==> src/ufd_pkg.sv <==
// shared constants, codes and control/status structs of the frame decoder
// depends on nothing; imported by the interfaces and every decoder module except ufd_ram
package ufd_pkg;

   localparam int MAX_PAYLOAD = 64;
   localparam int LEN_W       = $clog2(MAX_PAYLOAD + 1);
   localparam int IDX_W       = (MAX_PAYLOAD > 1) ? $clog2(MAX_PAYLOAD) : 1;
   localparam int BYTE_W      = 8;
   localparam int FUNC_W      = 16;
   localparam int STATUS_W    = 2;

   localparam logic [BYTE_W-1:0] START_RESET = 8'hFE;

   // result status codes
   localparam logic [STATUS_W-1:0] ST_OK       = 2'd0;
   localparam logic [STATUS_W-1:0] ST_BAD_SUM  = 2'd1;
   localparam logic [STATUS_W-1:0] ST_TOO_LONG = 2'd2;

   // kind of result loaded into the output register
   localparam logic [1:0] OUT_BYTE     = 2'd0;
   localparam logic [1:0] OUT_EMPTY    = 2'd1;
   localparam logic [1:0] OUT_BAD_SUM  = 2'd2;
   localparam logic [1:0] OUT_TOO_LONG = 2'd3;

   typedef struct packed {
      logic       ld_start;
      logic       ld_func_hi;
      logic       ld_func_lo;
      logic       ld_len_hi;
      logic       ld_len_lo;
      logic       ld_data;
      logic       emit_start;
      logic       rd_en;
      logic       out_load;
      logic [1:0] out_kind;
   } ufd_cmd_type;

   typedef struct packed {
      logic is_start;
      logic len_too_long;
      logic len_in_zero;
      logic len_zero;
      logic data_done;
      logic sum_match;
      logic emit_last;
      logic out_free;
   } ufd_stat_type;

endpackage

==> src/ufd_if.sv <==
// handshake channel interfaces: received bytes, results, start byte register
// depends on ufd_pkg for field widths
interface ufd_req_if
   import ufd_pkg::*;
   ();
   logic              valid;
   logic              ready;
   logic [BYTE_W-1:0] rx_byte;

   modport source (output valid, output rx_byte, input ready);
   modport sink   (input valid, input rx_byte, output ready);
endinterface

interface ufd_rsp_if
   import ufd_pkg::*;
   ();
   logic                valid;
   logic                ready;
   logic [STATUS_W-1:0] status;
   logic [FUNC_W-1:0]   function_code;
   logic [LEN_W-1:0]    payload_length;
   logic [IDX_W-1:0]    byte_index;
   logic [BYTE_W-1:0]   payload_byte;
   logic                byte_valid;
   logic                last;

   modport source (output valid, output status, output function_code,
                   output payload_length, output byte_index, output payload_byte,
                   output byte_valid, output last, input ready);
   modport sink   (input valid, input status, input function_code,
                   input payload_length, input byte_index, input payload_byte,
                   input byte_valid, input last, output ready);
endinterface

interface ufd_csr_if
   import ufd_pkg::*;
   ();
   logic              valid;
   logic              ready;
   logic [BYTE_W-1:0] start_byte;

   modport source (output valid, output start_byte, input ready);
   modport sink   (input valid, input start_byte, output ready);
endinterface

==> src/ufd_ram.sv <==
// generic single write port, single read port ram with registered read data
// no dependencies
module ufd_ram #(
   parameter int WIDTH = 8,
   parameter int DEPTH = 64
) (
   input  logic                     clock,
   input  logic                     wr_en,
   input  logic [$clog2(DEPTH)-1:0] wr_addr,
   input  logic [WIDTH-1:0]         wr_data,
   input  logic                     rd_en,
   input  logic [$clog2(DEPTH)-1:0] rd_addr,
   output logic [WIDTH-1:0]         rd_data
);

   logic [WIDTH-1:0] mem_ff [DEPTH];
   logic [WIDTH-1:0] rd_data_ff;

   always_ff @(posedge clock) begin
      if (wr_en) begin
         mem_ff[wr_addr] <= wr_data;
      end
      if (rd_en) begin
         rd_data_ff <= mem_ff[rd_addr];
      end
   end

   assign rd_data = rd_data_ff;

endmodule

==> src/ufd_ctrl.sv <==
// frame parser and result sequencer state machine
// depends on ufd_pkg; drives ufd_datapath through ufd_cmd_type
module ufd_ctrl
   import ufd_pkg::*;
(
   input  logic         clock,
   input  logic         reset,
   input  logic         req_valid,
   output logic         req_ready,
   input  ufd_stat_type stat,
   output ufd_cmd_type  cmd
);

   localparam logic [3:0] S_WAIT    = 4'd0;
   localparam logic [3:0] S_FUNC_HI = 4'd1;
   localparam logic [3:0] S_FUNC_LO = 4'd2;
   localparam logic [3:0] S_LEN_HI  = 4'd3;
   localparam logic [3:0] S_LEN_LO  = 4'd4;
   localparam logic [3:0] S_DATA    = 4'd5;
   localparam logic [3:0] S_CHECK   = 4'd6;
   localparam logic [3:0] S_EMIT_RD = 4'd7;
   localparam logic [3:0] S_EMIT_WR = 4'd8;

   logic [3:0] state_ff, state_in;
   logic       fire;

   always_comb begin
      req_ready = 1'b0;
      unique case (state_ff) inside
         S_EMIT_RD, S_EMIT_WR: req_ready = 1'b0;
         default:              req_ready = stat.out_free;
      endcase
   end

   assign fire = req_valid && req_ready;

   always_comb begin
      state_in = state_ff;
      cmd      = '0;
      unique case (state_ff)
         S_WAIT: begin
            if (fire && stat.is_start) begin
               cmd.ld_start = 1'b1;
               state_in     = S_FUNC_HI;
            end
         end
         S_FUNC_HI: begin
            if (fire) begin
               cmd.ld_func_hi = 1'b1;
               state_in       = S_FUNC_LO;
            end
         end
         S_FUNC_LO: begin
            if (fire) begin
               cmd.ld_func_lo = 1'b1;
               state_in       = S_LEN_HI;
            end
         end
         S_LEN_HI: begin
            if (fire) begin
               cmd.ld_len_hi = 1'b1;
               state_in      = S_LEN_LO;
            end
         end
         S_LEN_LO: begin
            if (fire) begin
               cmd.ld_len_lo = 1'b1;
               if (stat.len_too_long) begin
                  cmd.out_load = 1'b1;
                  cmd.out_kind = OUT_TOO_LONG;
                  state_in     = S_WAIT;
               end else if (stat.len_in_zero) begin
                  state_in = S_CHECK;
               end else begin
                  state_in = S_DATA;
               end
            end
         end
         S_DATA: begin
            if (fire) begin
               cmd.ld_data = 1'b1;
               if (stat.data_done) begin
                  state_in = S_CHECK;
               end
            end
         end
         S_CHECK: begin
            if (fire) begin
               if (!stat.sum_match) begin
                  cmd.out_load = 1'b1;
                  cmd.out_kind = OUT_BAD_SUM;
                  state_in     = S_WAIT;
               end else if (stat.len_zero) begin
                  cmd.out_load = 1'b1;
                  cmd.out_kind = OUT_EMPTY;
                  state_in     = S_WAIT;
               end else begin
                  cmd.emit_start = 1'b1;
                  state_in       = S_EMIT_RD;
               end
            end
         end
         S_EMIT_RD: begin
            cmd.rd_en = 1'b1;
            state_in  = S_EMIT_WR;
         end
         S_EMIT_WR: begin
            if (stat.out_free) begin
               cmd.out_load = 1'b1;
               cmd.out_kind = OUT_BYTE;
               state_in     = stat.emit_last ? S_WAIT : S_EMIT_RD;
            end
         end
         default: begin
            state_in = S_WAIT;
         end
      endcase
   end

   always_ff @(posedge clock) begin
      if (reset) begin
         state_ff <= S_WAIT;
      end else begin
         state_ff <= state_in;
      end
   end

endmodule

==> src/ufd_datapath.sv <==
// frame registers, running xor, payload buffer and output register
// depends on ufd_pkg, ufd_if and ufd_ram; commanded by ufd_ctrl
module ufd_datapath
   import ufd_pkg::*;
(
   input  logic              clock,
   input  logic              reset,
   input  logic [BYTE_W-1:0] rx_byte,
   ufd_csr_if.sink           csr_if,
   ufd_rsp_if.source         rsp_if,
   input  ufd_cmd_type       cmd,
   output ufd_stat_type      stat
);

   logic [BYTE_W-1:0]   start_byte_ff;
   logic [FUNC_W-1:0]   function_ff;
   logic [BYTE_W-1:0]   len_hi_ff;
   logic [LEN_W-1:0]    length_ff;
   logic [LEN_W-1:0]    count_ff;
   logic [BYTE_W-1:0]   xor_ff;
   logic [IDX_W-1:0]    emit_idx_ff;
   logic [BYTE_W-1:0]   rd_data;
   logic [15:0]         len_full;
   logic [LEN_W-1:0]    count_inc;
   logic [LEN_W-1:0]    emit_next;

   logic                rsp_valid_ff;
   logic [STATUS_W-1:0] status_ff;
   logic [LEN_W-1:0]    out_len_ff;
   logic [IDX_W-1:0]    out_idx_ff;
   logic [BYTE_W-1:0]   out_byte_ff;
   logic                out_bvalid_ff;
   logic                out_last_ff;

   assign csr_if.ready = 1'b1;
   assign len_full     = {len_hi_ff, rx_byte};
   assign count_inc    = count_ff + LEN_W'(1);
   assign emit_next    = {1'b0, emit_idx_ff} + LEN_W'(1);

   assign stat.is_start     = (rx_byte == start_byte_ff);
   assign stat.len_too_long = (len_full > 16'(MAX_PAYLOAD));
   assign stat.len_in_zero  = (len_full == 16'd0);
   assign stat.len_zero     = (length_ff == '0);
   assign stat.data_done    = (count_inc >= length_ff);
   assign stat.sum_match    = (rx_byte == xor_ff);
   assign stat.emit_last    = (emit_next == length_ff);
   assign stat.out_free     = !rsp_valid_ff || rsp_if.ready;

   ufd_ram #(
      .WIDTH (BYTE_W),
      .DEPTH (MAX_PAYLOAD)
   ) u_store (
      .clock   (clock),
      .wr_en   (cmd.ld_data),
      .wr_addr (count_ff[IDX_W-1:0]),
      .wr_data (rx_byte),
      .rd_en   (cmd.rd_en),
      .rd_addr (emit_idx_ff),
      .rd_data (rd_data)
   );

   // start byte register
   always_ff @(posedge clock) begin
      if (reset) begin
         start_byte_ff <= START_RESET;
      end else if (csr_if.valid) begin
         start_byte_ff <= csr_if.start_byte;
      end
   end

   // frame fields and checksum
   always_ff @(posedge clock) begin
      if (reset) begin
         function_ff <= '0;
         len_hi_ff   <= '0;
         length_ff   <= '0;
         count_ff    <= '0;
         xor_ff      <= '0;
         emit_idx_ff <= '0;
      end else begin
         if (cmd.ld_start) begin
            xor_ff <= rx_byte;
         end
         if (cmd.ld_func_hi || cmd.ld_func_lo || cmd.ld_len_hi || cmd.ld_len_lo ||
             cmd.ld_data) begin
            xor_ff <= xor_ff ^ rx_byte;
         end
         if (cmd.ld_func_hi) begin
            function_ff <= {rx_byte, 8'h00};
         end
         if (cmd.ld_func_lo) begin
            function_ff[7:0] <= rx_byte;
         end
         if (cmd.ld_len_hi) begin
            len_hi_ff <= rx_byte;
         end
         if (cmd.ld_len_lo) begin
            length_ff <= len_full[LEN_W-1:0];
            count_ff  <= '0;
         end
         if (cmd.ld_data) begin
            count_ff <= count_inc;
         end
         if (cmd.emit_start) begin
            emit_idx_ff <= '0;
         end
         if (cmd.out_load && cmd.out_kind == OUT_BYTE) begin
            emit_idx_ff <= emit_next[IDX_W-1:0];
         end
      end
   end

   // output register
   always_ff @(posedge clock) begin
      if (reset) begin
         rsp_valid_ff <= 1'b0;
      end else if (cmd.out_load) begin
         rsp_valid_ff <= 1'b1;
      end else if (rsp_if.ready) begin
         rsp_valid_ff <= 1'b0;
      end
   end

   always_ff @(posedge clock) begin
      if (cmd.out_load) begin
         unique case (cmd.out_kind)
            OUT_BYTE: begin
               status_ff     <= ST_OK;
               out_len_ff    <= length_ff;
               out_idx_ff    <= emit_idx_ff;
               out_byte_ff   <= rd_data;
               out_bvalid_ff <= 1'b1;
               out_last_ff   <= stat.emit_last;
            end
            OUT_EMPTY: begin
               status_ff     <= ST_OK;
               out_len_ff    <= '0;
               out_idx_ff    <= '0;
               out_byte_ff   <= '0;
               out_bvalid_ff <= 1'b0;
               out_last_ff   <= 1'b1;
            end
            OUT_BAD_SUM: begin
               status_ff     <= ST_BAD_SUM;
               out_len_ff    <= length_ff;
               out_idx_ff    <= '0;
               out_byte_ff   <= '0;
               out_bvalid_ff <= 1'b0;
               out_last_ff   <= 1'b1;
            end
            default: begin
               status_ff     <= ST_TOO_LONG;
               out_len_ff    <= '0;
               out_idx_ff    <= '0;
               out_byte_ff   <= '0;
               out_bvalid_ff <= 1'b0;
               out_last_ff   <= 1'b1;
            end
         endcase
      end
   end

   assign rsp_if.valid          = rsp_valid_ff;
   assign rsp_if.status         = status_ff;
   assign rsp_if.function_code  = function_ff;
   assign rsp_if.payload_length = out_len_ff;
   assign rsp_if.byte_index     = out_idx_ff;
   assign rsp_if.payload_byte   = out_byte_ff;
   assign rsp_if.byte_valid     = out_bvalid_ff;
   assign rsp_if.last           = out_last_ff;

endmodule

==> src/uart_frame_decoder_core.sv <==
// top level of the serial frame decoder
// depends on ufd_pkg, ufd_if, ufd_ctrl and ufd_datapath
//
// frame decoder for a byte stream: start byte, 16-bit function code and
// 16-bit payload length (both msb first), payload bytes, then one checksum
// byte equal to the xor of every byte from the start byte through the last
// payload byte. bytes other than the start byte are dropped while idle.
// a good frame comes out as one transaction per payload byte, last set on
// the final one; a zero-length frame gives one transaction with byte_valid
// low. a checksum mismatch (status 1) or a length above 64 (status 2, seen
// right after the length bytes) gives a single transaction and the frame
// is discarded. the start byte register resets to 0xfe and is written over
// the csr channel; the user must write it only while the decoder is idle,
// the block itself does not enforce this. a frame already under way keeps
// the start byte it began with as checksum seed. received bytes can stream
// back to back while the output register is free. after a good checksum
// byte the payload is read back from a 64-entry buffer ram; each result
// transaction takes a ram read, then an output register load that waits
// while the sink stalls. no byte is taken during that burst. while a status
// transaction waits in the output register for the sink, no byte is taken;
// the cycle it leaves, the next byte can enter.
module uart_frame_decoder_core
   import ufd_pkg::*;
(
   input  logic      clock,
   input  logic      reset,
   ufd_req_if.sink   req_if,
   ufd_rsp_if.source rsp_if,
   ufd_csr_if.sink   csr_if
);

   ufd_cmd_type  cmd;
   ufd_stat_type stat;

   // parser and result sequencer
   ufd_ctrl u_ctrl (
      .clock     (clock),
      .reset     (reset),
      .req_valid (req_if.valid),
      .req_ready (req_if.ready),
      .stat      (stat),
      .cmd       (cmd)
   );

   // frame registers, payload buffer and output register
   ufd_datapath u_datapath (
      .clock   (clock),
      .reset   (reset),
      .rx_byte (req_if.rx_byte),
      .csr_if  (csr_if),
      .rsp_if  (rsp_if),
      .cmd     (cmd),
      .stat    (stat)
   );

endmodule

==> src/flat_wrapper.sv <==
// flat-port wrapper written by rule: the top's interface ports become plain ports
module uart_frame_decoder_core_flat import ufd_pkg::*;
  (clock, reset, req_if_valid, req_if_rx_byte, req_if_ready, rsp_if_valid, rsp_if_status, rsp_if_function_code, rsp_if_payload_length, rsp_if_byte_index, rsp_if_payload_byte, rsp_if_byte_valid, rsp_if_last, rsp_if_ready, csr_if_valid, csr_if_start_byte, csr_if_ready);
  ufd_req_if req_if_i ();
  ufd_rsp_if rsp_if_i ();
  ufd_csr_if csr_if_i ();
  input  logic clock;
  input  logic reset;
  input wire logic [$bits(req_if_i.valid)-1:0] req_if_valid;
  input wire logic [$bits(req_if_i.rx_byte)-1:0] req_if_rx_byte;
  output wire logic [$bits(req_if_i.ready)-1:0] req_if_ready;
  output wire logic [$bits(rsp_if_i.valid)-1:0] rsp_if_valid;
  output wire logic [$bits(rsp_if_i.status)-1:0] rsp_if_status;
  output wire logic [$bits(rsp_if_i.function_code)-1:0] rsp_if_function_code;
  output wire logic [$bits(rsp_if_i.payload_length)-1:0] rsp_if_payload_length;
  output wire logic [$bits(rsp_if_i.byte_index)-1:0] rsp_if_byte_index;
  output wire logic [$bits(rsp_if_i.payload_byte)-1:0] rsp_if_payload_byte;
  output wire logic [$bits(rsp_if_i.byte_valid)-1:0] rsp_if_byte_valid;
  output wire logic [$bits(rsp_if_i.last)-1:0] rsp_if_last;
  input wire logic [$bits(rsp_if_i.ready)-1:0] rsp_if_ready;
  input wire logic [$bits(csr_if_i.valid)-1:0] csr_if_valid;
  input wire logic [$bits(csr_if_i.start_byte)-1:0] csr_if_start_byte;
  output wire logic [$bits(csr_if_i.ready)-1:0] csr_if_ready;
  assign req_if_i.valid = req_if_valid;
  assign req_if_i.rx_byte = req_if_rx_byte;
  assign req_if_ready = req_if_i.ready;
  assign rsp_if_valid = rsp_if_i.valid;
  assign rsp_if_status = rsp_if_i.status;
  assign rsp_if_function_code = rsp_if_i.function_code;
  assign rsp_if_payload_length = rsp_if_i.payload_length;
  assign rsp_if_byte_index = rsp_if_i.byte_index;
  assign rsp_if_payload_byte = rsp_if_i.payload_byte;
  assign rsp_if_byte_valid = rsp_if_i.byte_valid;
  assign rsp_if_last = rsp_if_i.last;
  assign rsp_if_i.ready = rsp_if_ready;
  assign csr_if_i.valid = csr_if_valid;
  assign csr_if_i.start_byte = csr_if_start_byte;
  assign csr_if_ready = csr_if_i.ready;
  uart_frame_decoder_core u_core (.clock(clock), .reset(reset), .req_if(req_if_i), .rsp_if(rsp_if_i), .csr_if(csr_if_i));
endmodule
==> config.mk <==
export PLATFORM = sky130hd
export DESIGN_NAME = uart_frame_decoder_core_flat
export DESIGN_NICKNAME = d
export VERILOG_FILES = /design/src/ufd_pkg.sv /design/src/ufd_if.sv /design/src/ufd_ram.sv /design/src/ufd_ctrl.sv /design/src/ufd_datapath.sv /design/src/uart_frame_decoder_core.sv /design/src/flat_wrapper.sv
export SDC_FILE = /design/constraint.sdc
export NUM_CORES = 1
export LEC_CHECK = 0
export ABC_AREA = 0
export BUFFER_PORTS_ARGS = -buffer_cell sky130_fd_sc_hd__buf_2
export CAP_MARGIN = 20
export CORE_MARGIN = 5
export CORE_UTILIZATION = 51
export CTS_BUF_LIST = sky130_fd_sc_hd__clkbuf_2
export DETAILED_ROUTE_END_ITERATION = 12
export GPL_TIMING_DRIVEN = 0
export PLACE_DENSITY = 0.66
export SLEW_MARGIN = 15
export SYNTH_ARGS = -nofsm -noshare
export SYNTH_HDL_FRONTEND = slang
export SYNTH_SLANG_ARGS = --single-unit
==> constraint.sdc <==
create_clock -name clock -period 3 [get_ports clock]
set_input_delay 0.3 -clock clock [delete_from_list [all_inputs] [get_ports clock]]
set_output_delay 0.3 -clock clock [all_outputs]
set_load 0.005 [all_outputs]
### Word level (Yosys, flattened, before mapping)

Memories as Yosys holds them, arrays and structs flattened. A register that Yosys moved wholly into a read port is not among the register bits.
Cells that the tools add are included.
W data, S select, Z words.

| cells by class | value |
|---|---|
| $add $sub $neg | 2 |
| $lt $le $gt $ge | 2 |
| equal/unequal tests | 22 |
| mux-type cells | 50 |
| bitwise gates (word level) | 1 |
| reduce and logical (&&, ||, !) cells | 22 |

Operators with widths:

| cell | number |
|---|---|
| $mux W4 | 11 |
| $pmux W4 S9 | 1 |
| $mux W8 | 4 |
| $mux W3 | 8 |
| $mux W1 | 19 |
| $eq A4 B3 Y1 const B | 4 |
| $eq A8 B8 Y1 | 2 |
| $gt A16 B7 Y1 const B | 1 |
| $logic_not A16 Y1 | 1 |
| $ne A2 B2 Y1 const B | 8 |
| $mux W7 | 2 |
| $mux W6 | 2 |
| $reduce_bool A2 Y1 | 5 |
| $pmux W3 S3 | 1 |
| $reduce_and A9 Y1 | 1 |
| $eq A4 B2 Y1 const B | 2 |
| $xor A8 B8 Y8 | 1 |
| $add A6 B1 Y7 const B | 1 |
| $add A7 B1 Y7 const B | 1 |
| $eq A7 B7 Y1 | 1 |
| $ge A7 B7 Y1 | 1 |
| $logic_not A7 Y1 | 1 |
| $reduce_or A2 Y1 | 3 |
| $logic_or A1 B1 Y1 | 5 |
| 11 further kinds | 13 |

| storage, ports and cells | value |
|---|---|
| bits in registers | 90 |
| bits in writable memories | 512 |
| input port bits | 21 |
| output and inout bits | 44 |
| word-level logic and storage cells | 116 |
| memories kept | 1 |

Memories:

| name | depth | bits a word | read ports | clocked after memory_dff | wr ports | RTL line | source |
|---|---|---|---|---|---|---|---|
| u_core.u_datapath.u_store.mem_ff | 64 | 8 | 1 | 1 | 1 | ufd_ram.sv:16 | `logic [WIDTH-1:0] mem_ff [DEPTH];` |

### Longest topological paths before layout

Gate-level depths: netlist of run 1.

| depth | value |
|---|---|
| depth in word-level cells | 11 |
| gate-level depth with buffers | 11 |
| mapped depth without buffers | 10 |

### By module

From an unflattened synthesis of run 1, not the netlist that was laid out.

| second synthesis, totals | value |
|---|---|
| cell total of the unflattened synthesis | 1403 |
| area total of the unflattened synthesis | 24628.6 sq um |

Modules (own cells, without submodules):

| module | times used | cells each | area each (sq um) | seq. area each (sq um) |
|---|---|---|---|---|
| ufd_ram | 1 | 940 | 20246.9 | 15615.0 |
| ufd_datapath | 1 | 398 | 3901.2 | 1971.9 |
| ufd_ctrl | 1 | 65 | 480.5 | 80.1 |

### Worst setup path after synthesis of run 1

OpenSTA, ideal clock, no wires.

| timing path | value |
|---|---|
| path type | register -> register |
| start point | reg u_core.u_datapath.length_ff[2] |
| end point | reg u_core.u_datapath.out_idx_ff[0] (netlist: u_core.u_datapath.rsp_if.byte_index[0]), enable pin |
| arrival | 2220 ps |
| data required time | 2618 ps |
| path slack | 398 ps |
| stages on the path, launching flop included | 8 |
| period minus slack after synthesis | 2602 ps |
| cells stage by stage | dfxtp_1 -> clkbuf_1 -> or4_1 -> nor4_1 -> or3_1 -> a21oi_2 -> buf_2 -> nand2_1 |

RTL lines:

| element | RTL line | source |
|---|---|---|
| start, declared | ufd_datapath.sv:18 | `logic [LEN_W-1:0] length_ff;` |
| start signal, assigned | ufd_datapath.sv:98 | `length_ff <= len_full[LEN_W-1:0];` |
| end signal, assigned | ufd_datapath.sv:130 | `out_idx_ff <= emit_idx_ff;` |
| end, declared | ufd_datapath.sv:30 | `logic [IDX_W-1:0] out_idx_ff;` |

### Worst setup path in the final report of run 1

| timing path | value |
|---|---|
| start point | reg u_core.u_datapath.rsp_valid_ff (netlist: u_core.u_datapath.rsp_if.valid) |
| end point | mem u_core.u_datapath.u_store.mem_ff[47][4], enable pin |

| between the ends | value |
|---|---|
| word-level cells in the longest chain between the ends | 8 |

RTL lines:

| element | RTL line | source |
|---|---|---|
| start, declared | ufd_datapath.sv:27 | `logic rsp_valid_ff;` |
| start signal, assigned | ufd_datapath.sv:116 | `rsp_valid_ff <= 1'b0;` |
| start signal, assigned | ufd_datapath.sv:118 | `rsp_valid_ff <= 1'b1;` |
| start signal, assigned | ufd_datapath.sv:120 | `rsp_valid_ff <= 1'b0;` |
| $logic_not A1 Y1 | ufd_datapath.sv:47 | `assign stat.out_free = !rsp_valid_ff \|\| rsp_if.ready;` |
| $logic_or A1 B1 Y1 | ufd_datapath.sv:47 |  |
| $mux W1 | ufd_ctrl.sv:29 | `unique case (state_ff) inside` |
| $logic_and A1 B1 Y1 | ufd_ctrl.sv:35 | `assign fire = req_valid && req_ready;` |
| $mux W1 | ufd_ctrl.sv:80 | `if (fire) begin` |
| $mux W1 | ufd_ctrl.sv:40 | `unique case (state_ff)` |
| $mux W1 | ufd_ram.sv:20 | `if (wr_en) begin` |
| $mux W1 (not written as such) | ufd_ram.sv:21 | `mem_ff[wr_addr] <= wr_data;` |
| end, declared | ufd_ram.sv:16 |  |

No other way between the ends.

==> results of run 1 <==
==> repair_timing <==
item / 4_1_cts / 5_1_grt
endpoints found under the hold margin: 594 / 0
gates resized for setup: 98 / 39
gates cloned: 0 / 0
pin swaps: 1 / 1
buffers inserted: 1 / 0
setup endpoints to repair: 533 / 337
hold buffers: 55 / 0
==> Yosys cell counts, types with 15 or more instances <==
| library cell | instances |
|---|---|
| a21oi_1 | 31 |
| a22oi_1 | 15 |
| and2_1 | 22 |
| buf_2 | 15 |
| clkbuf_1 | 46 |
| dfxtp_1 | 65 |
| edfxtp_1 | 545 |
| mux2i_1 | 24 |
| mux4_1 | 15 |
| mux4_2 | 145 |
| nand2_1 | 31 |
| nand3_1 | 29 |
| nor2_1 | 127 |
| nor2b_1 | 22 |
| xnor2_1 | 24 |
==> power by group through the flow <==
stage / logic [uW] / registers, uW / clock network [uW]
after floorplan: 238 / 9490 / 0
after global placement: 447 / 9500 / 0
after detailed placement: 474 / 9500 / 0
after CTS: 562 / 9300 / 5460
after global routing: 620 / 9310 / 5940
final: 569 / 9300 / 5340
==> how the worst max path moves through the flow <==
stage                                                      from                                                endpoint  cells past startpoint
finish              u_core.u_datapath.rsp_if.valid$_SDFFE_PP0P_       u_core.u_datapath.u_store.mem_ff[47][4]$_DFFE_PP_                      7
global route        u_core.u_datapath.rsp_if.valid$_SDFFE_PP0P_       u_core.u_datapath.u_store.mem_ff[55][3]$_DFFE_PP_                      7
CTS                 u_core.u_datapath.rsp_if.valid$_SDFFE_PP0P_       u_core.u_datapath.u_store.mem_ff[46][1]$_DFFE_PP_                      6
detailed placement                            req_if_rx_byte[4]  u_core.u_datapath.rsp_if.payload_byte[2]$_SDFFCE_PP0P_                      8
global placement                              req_if_rx_byte[0]  u_core.u_datapath.rsp_if.payload_byte[3]$_SDFFCE_PP0P_                      8
floorplan           u_core.u_datapath.length_ff[2]$_SDFFE_PP0P_    u_core.u_datapath.rsp_if.byte_index[0]$_SDFFCE_PP0P_                      7
==> flip-flops by register name, summed over array words and instances, names as in the netlist, 7 cells and up <==
name	count
u_core.u_datapath.u_store.rd_data	8
u_core.u_datapath.xor_ff	8
u_core.u_datapath.rsp_if.function_code	16
u_core.u_datapath.len_hi_ff	8
u_core.u_datapath.rsp_if.payload_byte	8
u_core.u_datapath.rsp_if.payload_length	7
u_core.u_datapath.count_ff	7
u_core.u_datapath.start_byte_ff	8
u_core.u_datapath.length_ff	7
u_core.u_datapath.u_store.mem_ff	512
==> layout make-up <==
| type | count | area (um2) | area share [%] |
|---|---|---|---|
| Clock inverter | 39 | 218 | 0.779 |
| Inverter | 12 | 45.0 | 0.161 |
| Tap cell | 615 | 769 | 2.75 |
| Timing Repair Buffer | 121 | 996 | 3.56 |
| Clock buffer | 215 | 1080 | 3.85 |
| Sequential cell | 610 | 17700 | 63.2 |
| Antenna cell | 6 | 15.0 | 0.0537 |
| Buffer | 79 | 455 | 1.63 |
| Multi-Input combinational cell | 613 | 6720 | 24.0 |
==> metal layers <==
layer	wire length [um]	vias to the layer above	GRT usage [%]
li1	-	5950	-
met1	24400	7040	30.8
met2	28600	574	36.5
met3	4040	89	5.88
met4	1290	0	7.25
met5	0	-	0
==> stage by stage <==
step	TNS (ns)	total power, uW	instance area [um2]	utilization (%)
detailed placement	-238.52	9970	25600	53.8
floorplan	0	9730	24500	-
global route	-7.07	15900	27900	58.7
finish	-0.0258	15200	28000	58.7
CTS	0	15300	27800	58.4
global placement	-212.33	9950	25600	53.7
==> worst register-to-register path, delay by kind of cell, from the launching register on <==
family	cells	cell delay [ns]
flops	1	0.34
buf+inv	2	0.59
simple gates	5	1.73
==> cell families (layout without fill, tap and decap cells) <==
logic type               Yosys count  in the layout  share of synthesized area (%)
buffers and inverters             96            466                           1.96
flip-flops                       610            610                           72.1
other                              1              7                         0.0153
adder cells (fa/ha/maj)            9              9                          0.460
XOR/XNOR                          31             31                           1.11
AO/OA/AOI/OAI                    115            115                           3.15
multiplexers                     184            184                           15.9
AND/OR/NAND/NOR                  273            273                           5.30
==> results.yml, run 1 <==
sta:
  tightest_slew_ns: 1.03
  finalHoldViolCount: 0
  worst_slack_ns: -0.00614
  rsz0062_at_grt: "true"
  timing.final.crit_share_pct: 100
  slew_headroom_pct: 31.0
  hold_ws_ns: 0.150
  skew_ns: 0.0944
  timing.fmax_mhz: 333
  drv_slew: 0
  setup_violations: 9
  min_period_ns: 3.01
setup_path:
  end_kind: "flip-flop"
  worst-path-buf-inv: 2
  path_class: "reg -> reg"
  cp_top_family: "simple AND/OR/NAND/NOR gates"
  slowest_delay_ns: 0.74
  worst_path_max_delay_cell: "nor2_1"
  path_common_cell: "nand2b_1"
  critPathLaunchType: "flip-flop"
  reg2reg_slack_ns: -0.006
  timing.rr.end: "u_core.u_datapath.u_store.mem_ff[47][4]$_DFFE_PP_"
  crit_arrival_ns: 3.93
  r2r_cells: 7
  crit_required_ns: 3.92
  cp_max_fo: 10
  cp_cell_sequence: "nand2b_1 -> buf_2 -> nand2_1 -> nor3_4 -> nand2b_1 -> clkbuf_1 -> nor2_1"
  rr_startpoint: "u_core.u_datapath.rsp_if.valid$_SDFFE_PP0P_"
yosys:
  synthCells: 1319
  synth_edf_count: 545
  ys_ff_latch: 610
  synthesis.nets: 1349
  synth.area.top_cells: "edfxtp_1, mux4_2, dfxtp_1"
  yosysWarnings: 0
  postSynthAreaPerCell_um2: 18.6
  async_flop_share_pct: 0
  yosysSeqAreaShare_pct: 72.1
  yosysTopAreaCell: "edfxtp_1"
  synth_flop_cell: "edfxtp_1"
  syn_area_um2: 24500
  synth_top_area_share_pct: 66.8
  synth.distinct_cells: 59
global_route:
  grt_pass1_wl_mm: 88.1
  antenna_found_initial: 2
  grt_pass1_vias: 14300
  grt_max_degree: 68
  grt_usage_pct: 22.7
  grt.overflow.total: 0
clock_tree:
  cts_buffers: 153
  htree_levels: 4
  clock_latency_ns: 1.34
  clock-sinks: 610
  cts_tree: "built"
  clockBufferDepth: 3
  path_clk_slew_ns: 0.09
  clock-root-buffer: "clkbuf_2"
placed_design:
  place.gp.congestion: 0.874
  dp.cells: 1999
  place_ws_ns: -1.35
  port_buffers: 62
  hpwl_mm: 36.0
power:
  clock_power_share_pct: 35.1
  powerDensity_nw_per_um2: 544
  sw_frac_of_total_pct: 24.0
  internal-power_uw: 11600
  power.leakage_uw: 0.00907
  combPwrFrac_pct: 3.7
  ir_drop_mv: 0.285
  p_switching_uw: 3640
  pwr-share-seq_pct: 61.2
final_layout:
  fin_cells: 2310
  final_cell_mix: "edfxtp_1, clkbuf_2, mux4_2, buf_2, nor2_1"
  drive_gt1_share_pct: 34.6
  syn2layout_area_growth_pct: 14.1
  nNetsFinal: 1620
  final_common_cell: "edfxtp_1"
  fillers: 3602
floorplanning:
  die_w_um: 229
  ios: 65
  dieArea_um2: 52500
  die_h_um: 229
  initial_utilization_pct: 51.4
  core_area_um2: 47600
  placementRows: 80
drt:
  wire_per_inst_um: 25.2
  first_pass_iters: 5
  drt_iter0_drc: 1245
  vias_per_cell: 5.91
  route.detailed.drc: 0
  ant_nets: 0
  drt_wl_total_mm: 58.3
  num_vias: 13700
hold_path:
  hold_path_end: "u_core.u_datapath.u_store.mem_ff[35][6]$_DFFE_PP_"
  hp-start: "req_if_rx_byte[6]"
  hold_depth: 2
  hp-class: "in -> reg"
run_status:
  status: "complete, but fails checks"
  violations: "negative setup slack"
run:
  cap_violations: 0
Power figures use the tool's default switching activity.
==> inputs of run 2 (changes only) <==
--- a/config.mk
+++ b/config.mk
@@ -10,7 +10,7 @@
 export CAP_MARGIN = 20
 export CORE_MARGIN = 5
 export CORE_UTILIZATION = 51
-export CTS_BUF_LIST = sky130_fd_sc_hd__clkbuf_2
+export CTS_BUF_LIST = sky130_fd_sc_hd__clkbuf_8
 export DETAILED_ROUTE_END_ITERATION = 12
 export GPL_TIMING_DRIVEN = 0
 export PLACE_DENSITY = 0.66
==> run 2 against run 1 <==
Net effect:
- the flow still finishes with violations (negative setup slack)
- fmax shrank 0.87%
- count of clock-buffer cells in the layout shrank 112
- flip-flop and latch count is the same
- critical path type unchanged
- critical endpoint is now u_core.u_datapath.u_store.mem_ff[17][7]$_DFFE_PP_
==> results.yml, run 2 (synthesis results as in run 1) <==
floorplanning:
  initial_utilization_pct: 51.4
  die_w_um: 229
  ios: 65
  core_area_um2: 47600
  placementRows: 80
  die_h_um: 229
  dieArea_um2: 52500
power:
  internal-power_uw: 12800
  clock_power_share_pct: 40.1
  p_switching_uw: 3600
  ir_drop_mv: 0.288
  combPwrFrac_pct: 3.0
  power.leakage_uw: 0.00885
  sw_frac_of_total_pct: 21.9
  powerDensity_nw_per_um2: 586
  pwr-share-seq_pct: 56.9
placed_design:
  dp.cells: 1999
  place_ws_ns: -1.35
  port_buffers: 62
  placedInstanceArea_um2: 25600
  hpwl_mm: 36.0
  place.gp.congestion: 0.874
final_layout:
  finalInstanceArea_um2: 28000
  regMostFlops: "u_core.u_datapath.u_store.mem_ff"
  nNetsFinal: 1522
  post-route-util_pct: 58.7
  final_cell_mix: "edfxtp_1, mux4_2, clkbuf_8, buf_2"
  largest_reg_flops: 512
  final_common_cell: "edfxtp_1"
  fin_cells: 2181
  drive_gt1_share_pct: 30.4
  syn2layout_area_growth_pct: 14.2
global_route:
  grt_max_degree: 68
  grt_pass1_wl_mm: 84.9
  antenna_found_initial: 3
  grt.overflow.total: 0
  grt_pass1_vias: 13600
  grt_usage_pct: 21.6
setup_path:
  crit_arrival_ns: 3.35
  end_kind: "flip-flop"
  crit_required_ns: 3.32
  cp_max_fo: 10
  critPathLaunchType: "flip-flop"
  path_class: "reg -> reg"
hold_path:
  hp-class: "in -> reg"
drt:
  drt_wl_total_mm: 55.9
  wire_per_inst_um: 25.6
  drt_iter0_drc: 1144
  route.detailed.drc: 0
  vias_per_cell: 5.97
  num_vias: 13000
  first_pass_iters: 5
  ant_nets: 0
run_status:
  status: "complete, but fails checks"
  violations: "negative setup slack"
clock_tree:
  clockBufferDepth: 3
  cts_buffers: 98
  clock_latency_ns: 0.70
  path_clk_slew_ns: 0.06
  clock-sinks: 610
  cts_setup_buffers: 0
  htree_levels: 3
  clock-root-buffer: "clkbuf_8"
  cts_tree: "built"
sta:
  tightest_slew_ns: 1.00
  slew_headroom_pct: 33.2
  min_period_ns: 3.03
  skew_ns: 0.0425
  drv_slew: 0
  setup_tns_ns: -0.163
  finalHoldViolCount: 0
  worst_slack_ns: -0.0324
  setup_violations: 6
  timing.final.crit_share_pct: 101
  timing.fmax_mhz: 330
  rsz0062_at_grt: "true"
run:
  cap_violations: 0
[run 2: cell types whose count changed in the layout (fill, tap and decap cells not counted), moves of 6 or more]
cell and change:
clkbuf_2 -219, clkbuf_8 +103, dlygate4sd3_1 -37, inv_1 +22, clkinv_2 +19, inv_2 -8
nor2_4 +6
[run 2: worst paths after layout]
path | cells past startpoint | start | end | slack (ns)
worst max register to register | 5 | u_core.u_ctrl.state_ff[1]$_SDFFE_PP0P_ | u_core.u_datapath.u_store.mem_ff[17][7]$_DFFE_PP_ | -0.03
worst min-delay path | 1 | req_if_rx_byte[3] | u_core.u_datapath.u_store.mem_ff[53][3]$_DFFE_PP_ | 0.09
worst min register to register | 2 | u_core.u_datapath.rsp_if.function_code[9]$_SDFFE_PP0P_ | u_core.u_datapath.rsp_if.function_code[9]$_SDFFE_PP0P_ | 0.45
worst max-delay path | 5 | u_core.u_ctrl.state_ff[1]$_SDFFE_PP0P_ | u_core.u_datapath.u_store.mem_ff[17][7]$_DFFE_PP_ | -0.03
[run 2: stage by stage]
step	hold WS [ns]	total power (uW)
2_1_floorplan	0.399	9730
3_3_place_gp	0.442	9950
3_5_place_dp	0.445	9970
4_1_cts	0.0415	16500
5_1_grt	0.0771	17000
6_report	0.0910	16400
[run 2: power groups by stage]
stage               Combinational (uW)  Sequential, uW  Clock, uW
floorplan                          238            9490          0
global route                       545            9320       7120
detailed placement                 474            9500          0
finish                             497            9320       6580
global placement                   447            9500          0
CTS                                492            9320       6700
[run 2: critical path, cell delays in order, from the launching register on]
cell and delay, ns:
dfxtp_1 0.32, clkbuf_1 0.22, nand2b_1 0.35, nor3_4 0.56
nand3_2 0.66, nor2_4 0.54
[run 2: repair_timing]
item	in CTS	in global routing
hold endpoints to repair	10	0
setup endpoints to repair	513	412
gates resized for setup	105	31
hold buffers	14	0
pin swaps	0	0
[run 2: layer usage]
| metal | global-route usage (%) | part of all wire, % | vias up |
|---|---|---|---|
| met5 | 0 | 0 | - |
| met4 | 7.52 | 2.6 | 0 |
| met3 | 4.01 | 6.3 | 93 |
| met2 | 34.7 | 49 | 469 |
| met1 | 30.2 | 42 | 6806 |
| li1 | - | - | 5663 |
[run 2: final cells by class]
cell class	count	area, um2
Clock buffer	103	1420
Clock inverter	69	365
Tap cell	615	769
Multi-Input combinational cell	613	6750
Timing Repair Buffer	79	529
Buffer	78	434
Sequential cell	610	17700
Fill cell	3502	19700
Antenna cell	2	5.00
Inverter	12	45.0
